**config.mk**
```make
export PLATFORM = sky130hd
export DESIGN_NAME = circular_deque
export DESIGN_NICKNAME = d
export VERILOG_FILES = /design/src/rtl/core/cdq_pkg.sv /design/src/rtl/core/cdq_ram.sv /design/src/rtl/core/cdq_datapath.sv /design/src/rtl/core/cdq_ctrl.sv /design/src/rtl/core/circular_deque.sv
export SDC_FILE = /design/constraint.sdc
export NUM_CORES = 1
export LEC_CHECK = 0
export BUFFER_PORTS_ARGS = -buffer_cell sky130_fd_sc_hd__buf_2
export CAP_MARGIN = 5
export CORE_MARGIN = 1.5
export CORE_UTILIZATION = 45
export CTS_CLUSTER_DIAMETER = 200
export CTS_CLUSTER_SIZE = 14
export DETAILED_ROUTE_END_ITERATION = 6
export HOLD_SLACK_MARGIN = 0.02
export SLEW_MARGIN = 0
export SYNTH_ARGS = -nofsm -noshare
export SYNTH_HDL_FRONTEND = slang
export SYNTH_SLANG_ARGS = --single-unit
export TNS_END_PERCENT = 100
```
**constraint.sdc**
```tcl
create_clock -name clk -period 3.13 [get_ports clk]
set_input_delay 0.626 -clock clk [delete_from_list [all_inputs] [get_ports clk]]
set_output_delay 0.626 -clock clk [all_outputs]
set_load 0.03 [all_outputs]
```
**src/rtl/core/cdq_pkg.sv**
```systemverilog
// Shared types and constants for the circular deque.
`default_nettype none
package cdq_pkg;

	localparam int unsigned WORD_W = 32;
	localparam int unsigned OP_W   = 2;
	localparam int unsigned OUTC_W = 2;
	localparam int unsigned FILL_W = 4;

	typedef enum logic [OP_W-1:0] {
		OP_PUSH_FRONT = 2'd0,
		OP_PUSH_BACK  = 2'd1,
		OP_POP_FRONT  = 2'd2,
		OP_POP_BACK   = 2'd3
	} op_t;

	typedef enum logic [OUTC_W-1:0] {
		OUTC_DONE      = 2'd0,
		OUTC_OVERFLOW  = 2'd1,
		OUTC_UNDERFLOW = 2'd2
	} outc_t;

	typedef enum logic [1:0] {
		ST_IDLE,
		ST_READ,
		ST_OUT
	} state_t;

	typedef struct packed {
		logic exec;
		logic capture;
	} cmd_t;

	typedef struct packed {
		logic pop_ok;
	} sts_t;

endpackage
`default_nettype wire

```
**src/rtl/core/cdq_ram.sv**
```systemverilog
// Generic single-write, single-read RAM with registered read data.
`default_nettype none
module cdq_ram #(
	parameter int unsigned WIDTH = 32,
	parameter int unsigned DEPTH = 8
) (
	input  wire logic                     clk,
	input  wire logic                     we,
	input  wire logic [$clog2(DEPTH)-1:0] waddr,
	input  wire logic [WIDTH-1:0]         wdata,
	input  wire logic                     re,
	input  wire logic [$clog2(DEPTH)-1:0] raddr,
	output      logic [WIDTH-1:0]         rdata
);

	logic [WIDTH-1:0] mem_q [DEPTH];
	logic [WIDTH-1:0] rdata_q;

	always_ff @(posedge clk) begin
		if (we) begin
			mem_q[waddr] <= wdata;
		end
		if (re) begin
			rdata_q <= mem_q[raddr];
		end
	end

	assign rdata = rdata_q;

endmodule
`default_nettype wire

```
**src/rtl/core/cdq_datapath.sv**
```systemverilog
// Deque datapath: ring indices, fill count, ring storage and result registers.
`default_nettype none
module cdq_datapath #(
	parameter int unsigned DEPTH = 8
) (
	input  wire logic                        clk,
	input  wire logic                        arst_n,
	input  wire cdq_pkg::cmd_t               cmd,
	output      cdq_pkg::sts_t               sts,
	input  wire logic [cdq_pkg::OP_W-1:0]    op,
	input  wire logic [cdq_pkg::WORD_W-1:0]  push_word,
	output      logic [cdq_pkg::WORD_W-1:0]  popped_word,
	output      logic [cdq_pkg::OUTC_W-1:0]  outcome,
	output      logic [cdq_pkg::FILL_W-1:0]  fill_level
);

	localparam int unsigned AW = $clog2(DEPTH);
	localparam int unsigned CW = $clog2(DEPTH + 1);
	localparam logic [AW-1:0] LAST_IDX = AW'(DEPTH - 1);
	localparam logic [CW-1:0] FULL_CNT = CW'(DEPTH);

	cdq_pkg::op_t   op_e;
	cdq_pkg::outc_t outcome_q;

	logic [AW-1:0] front_q, back_q;
	logic [CW-1:0] count_q;
	logic [cdq_pkg::WORD_W-1:0] popped_q;
	logic [cdq_pkg::WORD_W-1:0] rdata;

	logic [AW-1:0] front_prev, front_next, back_prev, back_next;
	logic          is_push, full, empty;
	logic          push_ok, pop_ok;
	logic          wr_en, rd_en;
	logic [AW-1:0] wr_addr, rd_addr;
	logic [CW+cdq_pkg::FILL_W-1:0] count_ext;

	assign op_e = cdq_pkg::op_t'(op);

	assign front_prev = (front_q == '0) ? LAST_IDX : front_q - AW'(1);
	assign front_next = (front_q == LAST_IDX) ? '0 : front_q + AW'(1);
	assign back_prev  = (back_q == '0) ? LAST_IDX : back_q - AW'(1);
	assign back_next  = (back_q == LAST_IDX) ? '0 : back_q + AW'(1);

	assign is_push = (op_e == cdq_pkg::OP_PUSH_FRONT) || (op_e == cdq_pkg::OP_PUSH_BACK);
	assign full    = (count_q == FULL_CNT);
	assign empty   = (count_q == '0);
	assign push_ok = is_push && !full;
	assign pop_ok  = !is_push && !empty;

	assign sts.pop_ok = pop_ok;

	assign wr_en   = cmd.exec && push_ok;
	assign wr_addr = (op_e == cdq_pkg::OP_PUSH_FRONT) ? front_prev : back_q;
	assign rd_en   = cmd.exec && pop_ok;
	assign rd_addr = (op_e == cdq_pkg::OP_POP_FRONT) ? front_q : back_prev;

	cdq_ram #(
		.WIDTH(cdq_pkg::WORD_W),
		.DEPTH(DEPTH)
	) u_ram (
		.clk  (clk),
		.we   (wr_en),
		.waddr(wr_addr),
		.wdata(push_word),
		.re   (rd_en),
		.raddr(rd_addr),
		.rdata(rdata)
	);

	always_ff @(posedge clk or negedge arst_n) begin
		if (!arst_n) begin
			front_q   <= '0;
			back_q    <= '0;
			count_q   <= '0;
			outcome_q <= cdq_pkg::OUTC_DONE;
		end else if (cmd.exec) begin
			case (op_e)
				cdq_pkg::OP_PUSH_FRONT: begin
					if (push_ok) begin
						front_q <= front_prev;
						count_q <= count_q + CW'(1);
					end
				end
				cdq_pkg::OP_PUSH_BACK: begin
					if (push_ok) begin
						back_q  <= back_next;
						count_q <= count_q + CW'(1);
					end
				end
				cdq_pkg::OP_POP_FRONT: begin
					if (pop_ok) begin
						front_q <= front_next;
						count_q <= count_q - CW'(1);
					end
				end
				cdq_pkg::OP_POP_BACK: begin
					if (pop_ok) begin
						back_q  <= back_prev;
						count_q <= count_q - CW'(1);
					end
				end
				default: begin
				end
			endcase
			if (is_push) begin
				outcome_q <= full ? cdq_pkg::OUTC_OVERFLOW : cdq_pkg::OUTC_DONE;
			end else begin
				outcome_q <= empty ? cdq_pkg::OUTC_UNDERFLOW : cdq_pkg::OUTC_DONE;
			end
		end
	end

	always_ff @(posedge clk) begin
		if (cmd.exec) begin
			popped_q <= '0;
		end else if (cmd.capture) begin
			popped_q <= rdata;
		end
	end

	assign count_ext   = {{cdq_pkg::FILL_W{1'b0}}, count_q};
	assign fill_level  = count_ext[cdq_pkg::FILL_W-1:0];
	assign popped_word = popped_q;
	assign outcome     = outcome_q;

endmodule
`default_nettype wire

```
**src/rtl/core/cdq_ctrl.sv**
```systemverilog
// Deque controller: accept one beat, wait on a ring read when needed, present the result.
`default_nettype none
module cdq_ctrl (
	input  wire logic          clk,
	input  wire logic          arst_n,
	input  wire logic          s_tvalid,
	output      logic          s_tready,
	output      logic          m_tvalid,
	input  wire logic          m_tready,
	output      cdq_pkg::cmd_t cmd,
	input  wire cdq_pkg::sts_t sts
);

	cdq_pkg::state_t state_q, state_d;

	always_ff @(posedge clk or negedge arst_n) begin
		if (!arst_n) begin
			state_q <= cdq_pkg::ST_IDLE;
		end else begin
			state_q <= state_d;
		end
	end

	always_comb begin
		state_d     = state_q;
		s_tready    = 1'b0;
		m_tvalid    = 1'b0;
		cmd.exec    = 1'b0;
		cmd.capture = 1'b0;
		case (state_q)
			cdq_pkg::ST_IDLE: begin
				s_tready = 1'b1;
				if (s_tvalid) begin
					cmd.exec = 1'b1;
					state_d  = sts.pop_ok ? cdq_pkg::ST_READ : cdq_pkg::ST_OUT;
				end
			end
			cdq_pkg::ST_READ: begin
				cmd.capture = 1'b1;
				state_d     = cdq_pkg::ST_OUT;
			end
			cdq_pkg::ST_OUT: begin
				m_tvalid = 1'b1;
				if (m_tready) begin
					state_d = cdq_pkg::ST_IDLE;
				end
			end
			default: begin
				state_d = cdq_pkg::ST_IDLE;
			end
		endcase
	end

endmodule
`default_nettype wire

```
**src/rtl/core/circular_deque.sv**
```systemverilog
// Top level of the circular deque.
// Double-ended queue of DEPTH signed 32-bit words kept in a ring RAM. Each input
// beat carries an operation in s_tuser (push front, push back, pop front, pop
// back) and the word to push in s_tdata; each gives exactly one result beat with
// the popped word (zero on pushes and refused pops), an outcome in m_tuser (done,
// overflow, underflow) and the fill level after the operation. One operation is
// in flight at a time: a push or a refused operation shows its result in the cycle
// after acceptance, while a successful pop first passes through ST_READ, where the
// registered read data of the ring RAM is captured; a new beat is taken only after
// the result beat has left.
// The ring RAM needs no clearing after reset; only written entries are ever read.
`default_nettype none
module circular_deque #(
	parameter int unsigned DEPTH = 8
) (
	input  wire logic        clk,
	input  wire logic        arst_n,
	input  wire logic        s_tvalid,
	output      logic        s_tready,
	input  wire logic [31:0] s_tdata,   // [31:0] push_word
	input  wire logic [1:0]  s_tuser,   // [1:0] op
	output      logic        m_tvalid,
	input  wire logic        m_tready,
	output      logic [39:0] m_tdata,   // [31:0] popped_word, [35:32] fill_level, zero fill
	output      logic [1:0]  m_tuser    // [1:0] outcome
);

	cdq_pkg::cmd_t cmd;
	cdq_pkg::sts_t sts;

	logic [cdq_pkg::WORD_W-1:0] popped_word;
	logic [cdq_pkg::FILL_W-1:0] fill_level;

	cdq_ctrl u_ctrl (
		.clk     (clk),
		.arst_n  (arst_n),
		.s_tvalid(s_tvalid),
		.s_tready(s_tready),
		.m_tvalid(m_tvalid),
		.m_tready(m_tready),
		.cmd     (cmd),
		.sts     (sts)
	);

	cdq_datapath #(
		.DEPTH(DEPTH)
	) u_datapath (
		.clk        (clk),
		.arst_n     (arst_n),
		.cmd        (cmd),
		.sts        (sts),
		.op         (s_tuser),
		.push_word  (s_tdata),
		.popped_word(popped_word),
		.outcome    (m_tuser),
		.fill_level (fill_level)
	);

	assign m_tdata = {4'b0000, fill_level, popped_word};

endmodule
`default_nettype wire

```
Yosys cells after proc, flatten, opt, wreduce, memory -nomap -nowiden
Memory sizes are Yosys's and may differ from the RTL's. A register that Yosys moved wholly into a read port is not among the register bits.
Index checks and enable logic that the tools add are counted.
- flip-flop bits (word level): 46
- latch bits: 0
- memory bits (writable): 256
- ROM bits: 0
- word-level logic and storage cells: 79
- memories: 1
- add/subtract/negate cells: 6
- multiply operators: 0
- div/mod/pow operators: 0
- magnitude comparators: 0
- equality and inequality tests: 16
- shift operators: 0
- multiplexer cells: 29
- bitwise operators: 0
- reductions and logical operators: 21
- memories (name ; depth ; width ; read ports ; clocked after Yosys merged registers in ; write ports ; RTL line ; RTL):
    u_datapath.u_ram.mem_q ; 8 ; 32 ; 1 ; 1 ; 1 ; cdq_ram.sv:16 ; logic [WIDTH-1:0] mem_q [DEPTH];
- operators by type and width (kind ; number):
    $mux 3 ; 10
    $pmux 3 s2 ; 2
    $mux 2 ; 5
    $mux 1 ; 8
    $mux 4 ; 2
    $ne 2x1->1 const B ; 4
    $ne 2x2->1 const B ; 4
    $pmux 4 s2 ; 1
    $reduce_and 4->1 ; 2
    $add 3x1->3 const B ; 2
    $eq 2x2->1 const B ; 3
    $eq 3x3->1 const B ; 2
    $logic_not 3->1 ; 2
    $pmux 2 s3 ; 1
    $sub 3x1->3 const B ; 2
    $add 4x1->4 const B ; 1
    $eq 2x1->1 const B ; 2
    $eq 4x4->1 const B ; 1
    $logic_and 1x1->1 ; 4
    $logic_not 2->1 ; 2
    $logic_not 4->1 ; 1
    $reduce_bool 2->1 ; 2
    $reduce_or 2->1 ; 2
    $sub 4x1->4 const B ; 1
    other kinds (4) ; 6

Logic depth before layout (Yosys ltp)
Gate-level depths: netlist of run 1.
- depth after elaboration: 7
- depth in mapped cells: 9
- mapped depth without buffers: 7

Modules after synthesis
From an unflattened synthesis of run 1, not the netlist that was laid out.
- cells, all modules: 632
- area total of the unflattened synthesis: 12927.4 µm²
- by module, submodules not included (module ; instances ; cells an instance ; area an instance (µm²) ; seq. area each (µm²)):
    cdq_ram ; 1 ; 415 ; 10786.6 ; 8648.3
    cdq_datapath ; 1 ; 202 ; 2004.4 ; 940.9
    cdq_ctrl ; 1 ; 10 ; 102.6 ; 50.0
    circular_deque ; 1 ; 5 ; 33.8 ; 0.0

Worst setup path before layout of run 1
OpenSTA, ideal clock, no wires.
- path kind: input to register
- start: input port s_tvalid
- end: memory u_datapath.u_ram.mem_q[6][0] (enable)
- library setup time: 421 ps
- arrival time: 2907 ps
- required time: 2709 ps
- slack: -199 ps
- stages: 5
- buffers on the path: 1
- cells stage by stage: or3b_1 -> buf_2 -> a211oi_1 -> nand2b_1 -> nor2_1
- longest elaborated chain between the ends: 5
- ends and longest elaborated chain (item ; RTL line ; RTL):
    start, declared ; circular_deque.sv:18 ; input wire logic s_tvalid,
    $mux 1 ; cdq_ctrl.sv:33 ; if (s_tvalid) begin
    $mux 1 ; cdq_ctrl.sv:30 ; case (state_q)
    $logic_and 1x1->1 ; cdq_datapath.sv:52 ; assign wr_en = cmd.exec && push_ok;
    $mux 1 ; cdq_ram.sv:20 ; if (we) begin
    $mux 1 (implied by the code) ; cdq_ram.sv:21 ; mem_q[waddr] <= wdata;
    end, declared ; cdq_ram.sv:16 ;
Every way passes these cells.

Worst setup path after layout of run 1
- start: register u_datapath.back_q[0]
- end: register u_datapath.u_ram.rdata_q[16], in the netlist u_datapath.u_ram.rdata[16], read port of u_datapath.u_ram.mem_q, data pin
- longest elaborated chain between the ends: 3
- ends and longest elaborated chain (item ; RTL line ; RTL):
    start, declared ; cdq_datapath.sv:25 ; logic [AW-1:0] front_q, back_q;
    start signal, assigned ; cdq_datapath.sv:86 ; back_q <= back_next;
    start signal, assigned ; cdq_datapath.sv:98 ; back_q <= back_prev;
    $sub 3x1->3 or $logic_not 3->1 (tied branches) ; cdq_datapath.sv:41 ; assign back_prev = (back_q == '0) ? LAST_IDX : back_q - AW'(1);
    $mux 3 * ; cdq_datapath.sv:41 ;
    $mux 3 * ; cdq_datapath.sv:55 ; assign rd_addr = (op_e == cdq_pkg::OP_POP_FRONT) ? front_q : back_prev;
    end, declared ; cdq_ram.sv:17 ; logic [WIDTH-1:0] rdata_q;
Every way passes the cells marked *; elsewhere a longest branch is shown, timed or not.
A chain may end at the register's enable or synchronous reset.

==> out/summary.txt, run 1 <==
Max-slew violation count -> 0
Later-pin clock latency in the skew report -> 0.55 ns
Worst Hold Path EP -> u_ctrl.state_q[1]$_DFFE_PN0P_
Clock transition at the registers of the reported paths -> 0.07 ns
Cell taking the most area after synthesis -> edfxtp_1
Clock skew -> 0.01569 ns
Starting Density -> 46.08%
VDD IR-drop max -> 0.4513 mV
Nets -> 869
Die ar. -> 29,710 µm²
Routed vias -> 6,643
Yosys warning total -> 0
Hold Slack -> 0.3338 ns
Ys flop type -> edfxtp_1
Average routed wire per standard cell -> 21.64 µm
Remaining global-route overflow -> 0
Leakage -> 5.273 nW
Pin count of the biggest net entering global routing -> 49
Die Ht -> 172.4 µm
Sequential fraction of the synthesis area -> 74.68%
Port buffer count -> 77
CTS tree -> built
H-tree depth -> 1
Fill cell count -> 2,266
FP Rows -> 61
Fmax -> 377.1 MHz
RSZ-0062 raised after global routing -> no
Status -> complete, no violations
Mean post-synth cell area -> 17.98 µm²
Fin crit period -> 2.652 ns
Min-delay worst type -> in2reg
Power Total -> 13.70 mW
Top-area cell type share of the netlist area -> 67.00%
Largest cells by area after synthesis -> edfxtp_1, mux2_2, mux2i_1, dfxtp_1, dfrtp_1
Distinct cells, synth -> 48
Rel. slew slack -> 25.19%
I/O Pins -> 82
Max Cap Violations -> 0
First-pass DRT Iterations -> 4
DRT iter0 DRCs -> 434
Min-delay src -> m_tready
Number of flops mapped to enable cells by yosys -> 288
Hold Path Stages -> 3
Worst setup SP type -> register
Post-synthesis sequential element count -> 334
Antenna Nets Post-Route -> 0
First-pass GRT wire length -> 40,480 µm
Share of cells above drive strength 1 -> 28.78%
Chip width -> 172.4 µm
Vias in the first global route -> 6,804
Worst Path Arrival -> 2.94 ns
Drt total wl -> 26,450 µm
Layout Area Growth over Synthesis -> 15.32%
Routability cong. -> 0.7524
Reg2reg end -> u_datapath.u_ram.rdata[16]$_DFFE_PP_
Pwr/cell area -> 920.6 nW/µm²
Least-Margin Pin Slew -> 1.120 ns
Finish-stage setup viols -> 0
Post-CTS sizing -> 0
Ys async rst share -> 4.192%
Longest Clk Path Bufs -> 3
Sinks on Clock Net -> 334
Initial antenna violation count -> 3
Crit path kind -> reg2reg
R2r startpoint -> u_datapath.back_q[0]$_DFFE_PN0P_
DPL Wire Length -> 15,200 µm
Reg2reg path depth -> 9
Worst Setup End Kind -> register
Total core area -> 28,010 µm²
Cell Area, Synth -> 12,910 µm²
Final core occ -> 53.14%
Final cycle utilization of the critical path -> 84.73%
CP Max Fanout -> 36
Num CTS Buffers -> 27
CP Data Required Time -> 3.41 ns
Count of final hold-check violations -> 0
DR vias/cell -> 5.436
Reg2Reg Setup Slack -> 0.48 ns
Tot GR Track Use -> 18.32%
Post-Synthesis Cells -> 718
Clock tree root driver cell -> clkbuf_16
DRC errors left -> 0
-- routing by layer --
layer  global-route usage [%]  wire, µm
met1                    24.85     11900
met2                    31.22     12800
met4                    3.743       390
met3                    2.998      1359
met5                   0.3478         0
-- flip-flops by register name (all words and copies together) (netlist names) --
| register | cells |
|---|---|
| u_datapath.fill_level | 4 |
| u_datapath.u_ram.mem_q | 256 |
| u_datapath.u_ram.rdata | 32 |
| u_datapath.back_q | 3 |
| u_ctrl.state_q | 2 |
| u_datapath.front_q | 3 |
| u_datapath.outcome | 2 |
| u_datapath.popped_word | 32 |
-- per-stage QoR --
step	setup slack (ns)	cell area [µm²]	instances	TNS [ns]
after floorplan	-0.1986	12920	721	-49.43
after global placement	0.2797	14080	1168	0
after detailed placement	0.2826	14080	1168	0
after CTS	0.4757	14880	1219	0
after global routing	0.3158	14880	1219	0
final	0.4781	14880	1222	0
-- critical path, cell delays in order (launching register included) --
cell and delay (ns):
dfrtp_1 0.49, inv_1 0.13, ha_1 0.24, nand2b_4 0.12, a31oi_4 0.29, buf_12 0.21
buf_12 0.24, mux2_2 0.37, o22ai_1 0.18, a221oi_1 0.07
-- cells by family (layout without fill, tap and decap cells) --
family                     count (synthesis)  after routing  share of synthesized area, %
other                                      1              7                       0.02905
and+or+nand+nor                           61             61                         2.336
xor gates and xnor gates                   5              5                        0.3393
buffers and inverters                     46            166                         2.045
muxes                                    131            131                         10.79
DFF                                      334            334                         74.68
adders and majority gates                 11             11                         1.124
AOI/OAI and AO/OA                        129            129                         8.657
-- worst max-delay path by stage --
| stage | startpoint | to | slack [ns] | cells past startpoint |
|---|---|---|---|---|
| 3_5_place_dp | s_tvalid | u_datapath.u_ram.mem_q[3][0]$_DFFE_PP_ | 0.28 | 6 |
| 2_1_floorplan | s_tvalid | u_datapath.u_ram.mem_q[6][0]$_DFFE_PP_ | -0.20 | 5 |
| 5_1_grt | u_datapath.back_q[0]$_DFFE_PN0P_ | u_datapath.u_ram.rdata[2]$_DFFE_PP_ | 0.32 | 9 |
| 6_report | u_datapath.back_q[0]$_DFFE_PN0P_ | u_datapath.u_ram.rdata[16]$_DFFE_PP_ | 0.48 | 9 |
| 4_1_cts | u_datapath.back_q[0]$_DFFE_PN0P_ | u_datapath.u_ram.rdata[3]$_DFFE_PP_ | 0.48 | 8 |
| 3_3_place_gp | s_tvalid | u_datapath.u_ram.mem_q[3][7]$_DFFE_PP_ | 0.28 | 6 |
-- area by class of cell --
type,instances,area (µm²),share of cell area [%]
diodes,3,7.507,0.05044
clock buffers,49,768.2,5.161
clock inverters,1,20.02,0.1345
inverters,5,18.77,0.1261
multi-input cells,341,3127,21.01
flip-flops and latches,334,9639,64.76
well taps,378,473.0,3.178
repair buffers,111,830.8,5.582
-- report_power, final --
part	switching (mW)	internal (mW)	leakage, nW
combinational	2.80	2.06	1.87
clock	1.47	1.66	0.375
sequential	0.271	5.45	3.03
-- cells in the mapped netlist (all sizes together), types with 2 or more instances --
master,n
mux2i,66
xor2,2
nand2b,5
a221oi,32
nor3,3
nor2b,4
dfrtp,14
nand2,20
dfxtp,32
inv,5
edfxtp,288
a21oi,12
nand3b,2
xnor2,3
o22ai,32
buf,33
nand3,2
clkbuf,8
nor2,19
ha,10
o21ai,6
mux2,65
a22o,32
a31oi,4
nor3b,3
-- cell usage in the layout (no fill, tap or decap), types with 2 or more instances in the layout --
| cell type | instances |
|---|---|
| dfxtp_1 | 32 |
| dfrtp_1 | 14 |
| clkbuf_16 | 27 |
| nand2b_4 | 2 |
| nand2b_1 | 3 |
| mux2i_1 | 66 |
| nor3b_1 | 3 |
| a21oi_1 | 11 |
| nor2b_1 | 3 |
| clkbuf_1 | 21 |
| nand3_1 | 2 |
| o21ai_0 | 6 |
| nand3b_1 | 2 |
| o22ai_1 | 32 |
| conb_1 | 4 |
| nor2_1 | 9 |
| inv_1 | 5 |
| nor2_4 | 10 |
| diode_2 | 3 |
| xor2_1 | 2 |
| a31oi_1 | 3 |
| xnor2_1 | 3 |
| buf_12 | 15 |
| edfxtp_1 | 288 |
| a221oi_1 | 12 |
| a221oi_2 | 20 |
| nor3_1 | 3 |
| ha_1 | 10 |
| a22o_1 | 32 |
| buf_2 | 77 |
| mux2_2 | 65 |
| buf_4 | 18 |
| nand2_1 | 20 |
-- what timing repair did --
action,CTS,global route
buffers inserted,0,0
hold buffers,1,0
hold endpoints to repair,14,0
Note: power is estimated with default switching activity, not from simulation.
==> run 2, diff against run 1 <==
- clock period: 3.13 -> 2.2 ns (I/O delays scaled with it)
==> run 2 against run 1 <==
Against the previous run: the run now ends with negative setup slack left; register-to-register slack lost 0.53 ns; die area did not move; via count up 8.5%; design area increased by 11%; flip-flop and latch count stayed put; final cell count rose by 7.3%; sequential power increased by 42%; critical path type unchanged.
==> out/summary.txt, run 2 (synthesis results as in run 1) <==
Initial antenna violation count -> 3 (unchanged)
DRT met1 WL -> 12,970 µm (+9.0%)
Fmax -> 444.8 MHz (+18%)
Tot GR Track Use -> 19.67% (+1.3 points)
Chip width -> 172.4 µm (unchanged)
Failing checks -> negative setup slack
Highest metal layer with signal wires -> met5
Least-Margin Pin Slew -> 0.5942 ns (-0.5257 ns)
Min-delay worst type -> in2reg
RSZ-0062 raised after global routing -> yes
CP Max Fanout -> 6 (-83%)
Non-Filler Instances -> 1,311 (+7.3%)
Commonest non-fill, non-tap cell in the layout -> edfxtp_1
Max-slew violation count -> 0 (unchanged)
Met2 Wirelength -> 14,480 µm (+13%)
Pwr/cell area -> 1388 nW/µm² (+51%)
Top register by number of flip-flops -> u_datapath.u_ram.mem_q
DP Area -> 14,590 µm² (+3.7%)
Later-pin clock latency in the skew report -> 0.54 ns (about the same)
Final Cell Area -> 16,510 µm² (+11%)
CP Data Required Time -> 2.48 ns (-0.93 ns)
Drt total wl -> 29,440 µm (+11%)
Crit-path cells -> inv_2 -> ha_4 -> buf_6 -> nand2b_4 -> a31oi_4 -> buf_12 -> buf_12 -> buf_8 -> mux2_4 -> o22ai_4 -> a221oi_2
DPL Wire Length -> 16,630 µm (+9.4%)
Clock share of power -> 19.4% (-3.4 points)
Net Sw Frac -> 32.72% (-0.37 points)
Power Total -> 22.92 mW (+67%)
Final cycle utilization of the critical path -> 102.2% (+17 points)
CP most frequent cell -> buf_12
Clock transition at the registers of the reported paths -> 0.07 ns (about the same)
DP Worst Slack -> -0.2993 ns (-0.5819 ns)
Max FFs per register -> 256 (unchanged)
CP peak stage delay -> 0.40 ns (-0.09 ns)
Worst Setup End Kind -> register
Inst Count DP -> 1,221 (+4.5%)
Cell family with most CP delay -> buffers and inverters
Rel. slew slack -> 60.29% (+35 points)
Leakage -> 6.009 nW (+14%)
Clock tree root driver cell -> clkbuf_16
I/O Pins -> 82 (unchanged)
P_sw -> 7.498 mW (+65%)
Clock skew -> 0.01472 ns (-0.0009756 ns)
Nets -> 961 (+11%)
Routability cong. -> 0.8491 (+13%)
Pin count of the biggest net entering global routing -> 27 (-45%)
Status -> finished, violations left
P_int -> 15.42 mW (+68%)
Longest Clk Path Bufs -> 3 (unchanged)
Starting Density -> 46.08% (unchanged)
DR vias/cell -> 5.498 (+1.1%)
Flop pwr share -> 35.5% (-6.3 points)
DRC errors left -> 0 (unchanged)
H-tree depth -> 1 (unchanged)
Vias in the first global route -> 7,361 (+8.2%)
WP buf/inv -> 5 (+2)
FP Rows -> 61 (unchanged)
Num CTS Buffers -> 27 (unchanged)
Remaining global-route overflow -> 0 (unchanged)
Met3 Routed Length -> 1479 µm (+8.8%)
Sinks on Clock Net -> 334 (unchanged)
Die ar. -> 29,710 µm² (unchanged)
Finish-stage setup viols -> 19 (+19)
Count of final hold-check violations -> 0 (unchanged)
CTS tree -> built
Die Ht -> 172.4 µm (unchanged)
Worst Path Arrival -> 2.53 ns (-0.41 ns)
DRT iter0 DRCs -> 421 (-3.0%)
Layout Area Growth over Synthesis -> 27.90%
Routed vias -> 7,208 (+8.5%)
Port buffer count -> 77 (unchanged)
First-pass DRT Iterations -> 5 (+1)
Register area -> 9639 µm² (unchanged)
Crit path kind -> reg2reg
Combinational share of power -> 45.2% (+9.8 points)
CP max stage cell -> dfrtp_1
First-pass GRT wire length -> 43,040 µm (+6.3%)
Worst setup SP type -> register
Fin crit period -> 2.248 ns (-0.4038 ns)
Antenna diode count -> 0 (-3)
Max Cap Violations -> 0 (unchanged)
VDD IR-drop max -> 0.7459 mV (+65%)
Average routed wire per standard cell -> 22.46 µm (+3.8%)
Share of cells above drive strength 1 -> 43.62% (+15 points)
Hold Slack -> 0.1398 ns (-0.1940 ns)
Antenna Nets Post-Route -> 0 (unchanged)
Fill cell count -> 2,111 (-6.8%)
Total core area -> 28,010 µm² (unchanged)
Area of the multi-input gates -> 3655 µm² (+17%)
Commonest cells after routing, fill and taps aside -> edfxtp_1, buf_2, buf_4
Post-route setup slack -> -0.04810 ns (-0.5262 ns)
[run 2: cell type report]
type / count / area share, %
Sequential cell: 334 / 58.39
Clock inverter: 1 / 0.05305
Inverter: 5 / 0.1137
Multi-Input combinational cell: 342 / 22.14
Timing Repair Buffer: 202 / 11.79
Tap cell: 378 / 2.865
Clock buffer: 49 / 4.654
[run 2: tightest hold or removal path, cell delays in order]
cell and delay [ns]:
buf_2 0.07, o21a_1 0.09, a21oi_1 0.04
[run 2: final timing paths]
check	start	to	slack, ns	depth (start not counted)
max in group asynchronous	arst_n	u_datapath.back_q[0]$_DFFE_PN0P_	1.61	2
min	m_tready	u_ctrl.state_q[1]$_DFFE_PN0P_	0.14	3
min in group asynchronous	arst_n	u_datapath.front_q[2]$_DFFE_PN0P_	0.33	2
min reg2reg	u_datapath.u_ram.rdata[15]$_DFFE_PP_	u_datapath.popped_word[15]$_SDFFE_PP0P_	0.47	1
max reg2reg	u_datapath.back_q[1]$_DFFE_PN0P_	u_datapath.u_ram.rdata[6]$_DFFE_PP_	-0.05	11
max	u_datapath.back_q[1]$_DFFE_PN0P_	u_datapath.u_ram.rdata[6]$_DFFE_PP_	-0.05	11
[run 2: stage by stage]
step	setup TNS [ns]	util [%]
3_5_place_dp	-35.11	52.10
6_report	-0.3040	58.94
3_3_place_gp	-27.54	52.10
2_1_floorplan	-43.78	-
5_1_grt	-2.068	58.94
4_1_cts	-0.6594	57.24
[run 2: repair_timing]
action / 4_1_cts / 5_1_grt
pin swaps: 5 / 24
setup endpoints to repair: 215 / 264
gates resized for setup: 61 / 69
hold buffers: 1 / 0
buffers inserted: 22 / 11
cloned: 4 / 4
endpoints found under the hold margin: 14 / 0
[run 2: layer usage]
layer  global-route usage [%]  vias to the layer above
met5                        0                        -
met3                    2.998                       42
met2                    32.84                      178
met1                    27.00                     3729
li1                         -                     3253
met4                    5.066                        6
[run 2: power groups by stage]
stage	clock network, mW	logic [mW]	registers, mW
floorplan	0	4.56	8.70
global placement	0	7.46	8.21
detailed placement	0	7.63	8.25
CTS	4.54	9.21	8.12
global route	4.79	10.9	8.19
finish	4.44	10.4	8.13
==> run 3, diff against run 2 <==
--- a/config.mk
+++ b/config.mk
@@ -11,2 +11,3 @@
 export CORE_UTILIZATION = 45
+export CTS_BUF_LIST = sky130_fd_sc_hd__clkbuf_8
 export CTS_CLUSTER_DIAMETER = 200
@@ -15,2 +16,3 @@
 export HOLD_SLACK_MARGIN = 0.02
+export PLACE_DENSITY = 0.67
 export SLEW_MARGIN = 0
==> constraint.sdc (replaced) <==
create_clock -name clk -period 2.2 [get_ports clk]
set_input_delay 0.22 -clock clk [delete_from_list [all_inputs] [get_ports clk]]
set_output_delay 0.22 -clock clk [all_outputs]
set_load 0.03 [all_outputs]
==> run 3 against run 2 <==
Against the previous run: the flow now finishes without violations; non-clock buffer count grew 20; total power is 8.3% lower; register-to-register slack improved by 0.096 ns; sequential share of layout area up 1.1 points; critical endpoint is now u_datapath.u_ram.rdata[2]$_DFFE_PP_; largest cell class unchanged; largest power group unchanged.
==> out/summary.txt, run 3 (synthesis results as in run 1) <==
Max Cap Violations -> 0 (unchanged)
Initial antenna violation count -> 0 (-3)
Nets -> 980 (+2.0%)
First-pass GRT wire length -> 41,970 µm (-2.5%)
Fmax -> 464.6 MHz (+4.5%)
Hold Slack -> 0.06770 ns (-0.07213 ns)
Max-slew violation count -> 0 (unchanged)
CP peak stage delay -> 0.41 ns (about the same)
Final cycle utilization of the critical path -> 97.83% (-4.4 points)
Worst setup SP type -> register
Routed vias -> 7,063 (-2.0%)
FP Rows -> 61 (unchanged)
Final Cell Area -> 16,210 µm² (-1.8%)
Rel. slew slack -> 62.78% (+2.5 points)
Clock skew -> 0.01660 ns (+0.001885 ns)
Tot GR Track Use -> 19.03% (-0.63 points)
CP Data Required Time -> 2.54 ns (+0.06 ns)
Clock transition at the registers of the reported paths -> 0.10 ns (+0.03 ns)
Drt total wl -> 28,510 µm (-3.2%)
CP Max Fanout -> 7 (+1)
Commonest cells after routing, fill and taps aside -> edfxtp_1, buf_2, buf_4
I/O Pins -> 82 (unchanged)
Routability cong. -> 0.7510 (-12%)
Status -> complete, no violations
CP most frequent cell -> buf_12
Finish-stage setup viols -> 0 (-19)
Worst Setup End Kind -> register
Fill cell count -> 2,141 (+1.4%)
Average routed wire per standard cell -> 21.45 µm (-4.5%)
Fin crit period -> 2.152 ns (-0.09592 ns)
First-pass DRT Iterations -> 4 (-1)
Later-pin clock latency in the skew report -> 0.59 ns (+0.05 ns)
Total core area -> 28,010 µm² (unchanged)
Starting Density -> 46.08% (unchanged)
Share of cells above drive strength 1 -> 39.33% (-4.3 points)
Leakage -> 6.017 nW (+0.14%)
DPL Wire Length -> 15,830 µm (-4.8%)
Vias in the first global route -> 7,107 (-3.5%)
DRT iter0 DRCs -> 561 (+33%)
Remaining global-route overflow -> 0 (unchanged)
Setup TNS -> 0 ns (+0.3040 ns)
Min-delay worst type -> in2async
H-tree depth -> 1 (unchanged)
Count of final hold-check violations -> 0 (unchanged)
Sinks on Clock Net -> 334 (unchanged)
Die Ht -> 172.4 µm (unchanged)
Inst Count DP -> 1,210 (-0.90%)
Least-Margin Pin Slew -> 0.5563 ns (-0.03789 ns)
Port buffer count -> 77 (unchanged)
VDD IR-drop max -> 0.7409 mV (-0.67%)
CP max stage cell -> dfrtp_1
Longest Clk Path Bufs -> 3 (unchanged)
Pin count of the biggest net entering global routing -> 33 (+22%)
DRC errors left -> 0 (unchanged)
Antenna Nets Post-Route -> 0 (unchanged)
Non-Filler Instances -> 1,329 (+1.4%)
CTS tree -> built
Top register by number of flip-flops -> u_datapath.u_ram.mem_q
Clock tree root driver cell -> clkbuf_8
Num CTS Buffers -> 27 (unchanged)
Antenna diode count -> 0 (unchanged)
Chip width -> 172.4 µm (unchanged)
Crit-path cells -> inv_2 -> ha_4 -> nand2b_4 -> a31oi_4 -> buf_12 -> buf_12 -> buf_12 -> mux2_4 -> o22ai_2 -> a221oi_2
Commonest non-fill, non-tap cell in the layout -> edfxtp_1
Crit path kind -> reg2reg
DP Area -> 14,500 µm² (-0.65%)
Pwr/cell area -> 1297 nW/µm² (-6.6%)
Worst Path Arrival -> 2.49 ns (-0.04 ns)
Die ar. -> 29,710 µm² (unchanged)
Layout Area Growth over Synthesis -> 25.55%
Max FFs per register -> 256 (unchanged)
RSZ-0062 raised after global routing -> yes
DR vias/cell -> 5.315 (-3.3%)
## run 3: cell types whose count changed in the layout (fill, tap and decap cells not counted), sizes merged
cell / before / now
dlygate4sd3: 1 / 35
nor2: 20 / 19
inv: 6 / 25
clkinvlp: 0 / 1
buf: 196 / 179
clkbuf: 53 / 35
## run 3: worst max-delay path: cells and delay by family, from the launching register on
kind,cells,cell delay [ns]
adder cells (fa/ha/maj),1,0.16
AO/OA/AOI/OAI,3,0.41
AND/OR/NAND/NOR,1,0.08
multiplexers,1,0.31
flip-flops,1,0.41
buffers and inverters,4,0.53
## run 3: routing by layer
layer  part of all wire [%]  track usage, %  vias to the layer above  wire, µm
li1                       -               -                     3293         -
met1                     45           26.21                     3551     12750
met2                     48           32.03                      174     13790
met3                    4.5           2.472                       45      1276
met4                    2.4           4.915                        0       698
met5                      0               0                        -         0
## run 3: final timing paths
check	end	slack (ns)	startpoint	cells past startpoint
setup / recovery	u_datapath.u_ram.rdata[2]$_DFFE_PP_	0.05	u_datapath.back_q[0]$_DFFE_PN0P_	10
hold reg to reg	u_datapath.popped_word[7]$_SDFFE_PP0P_	0.47	u_datapath.u_ram.rdata[7]$_DFFE_PP_	1
setup reg to reg	u_datapath.u_ram.rdata[2]$_DFFE_PP_	0.05	u_datapath.back_q[0]$_DFFE_PN0P_	10
max in group asynchronous	u_datapath.back_q[2]$_DFFE_PN0P_	1.86	arst_n	2
min in group clk	u_datapath.front_q[2]$_DFFE_PN0P_	0.09	s_tuser[1]	3
hold / removal	u_datapath.fill_level[1]$_DFFE_PN0P_	0.07	arst_n	2
## run 3: layout make-up
class / instances / area (µm²) / area share, %
Multi-Input combinational cell: 341 / 3505 / 21.63
Timing Repair Buffer: 222 / 2101 / 12.96
Inverter: 5 / 18.77 / 0.1158
Clock inverter: 21 / 82.58 / 0.5096
Tap cell: 378 / 473.0 / 2.918
Clock buffer: 28 / 385.4 / 2.378
Sequential cell: 334 / 9641 / 59.49
## run 3: power breakdown
| group | switching (mW) | leakage, nW | internal, mW |
|---|---|---|---|
| Combinational | 4.85 | 2.68 | 4.96 |
| Clock | 1.94 | 0.308 | 1.18 |
| Sequential | 0.332 | 3.03 | 7.75 |
| Total | 7.12 | 6.02 | 13.9 |
## run 3: per-stage QoR
step	setup slack, ns	power [mW]	util, %
2_1_floorplan	-0.04413	13.28	-
3_3_place_gp	-0.1631	15.81	51.76
3_5_place_dp	-0.2069	15.95	51.76
4_1_cts	0.0002449	20.01	55.80
5_1_grt	-0.04523	22.02	57.86
6_report	0.04782	21.02	57.86
## run 3: timing repair
item,CTS,global route
hold buffers,35,0
setup buffers,10,15
pin swaps,2,11
setup endpoints to repair,32,253
cloned,3,7
resized for setup,25,62
hold endpoints to repair,271,0
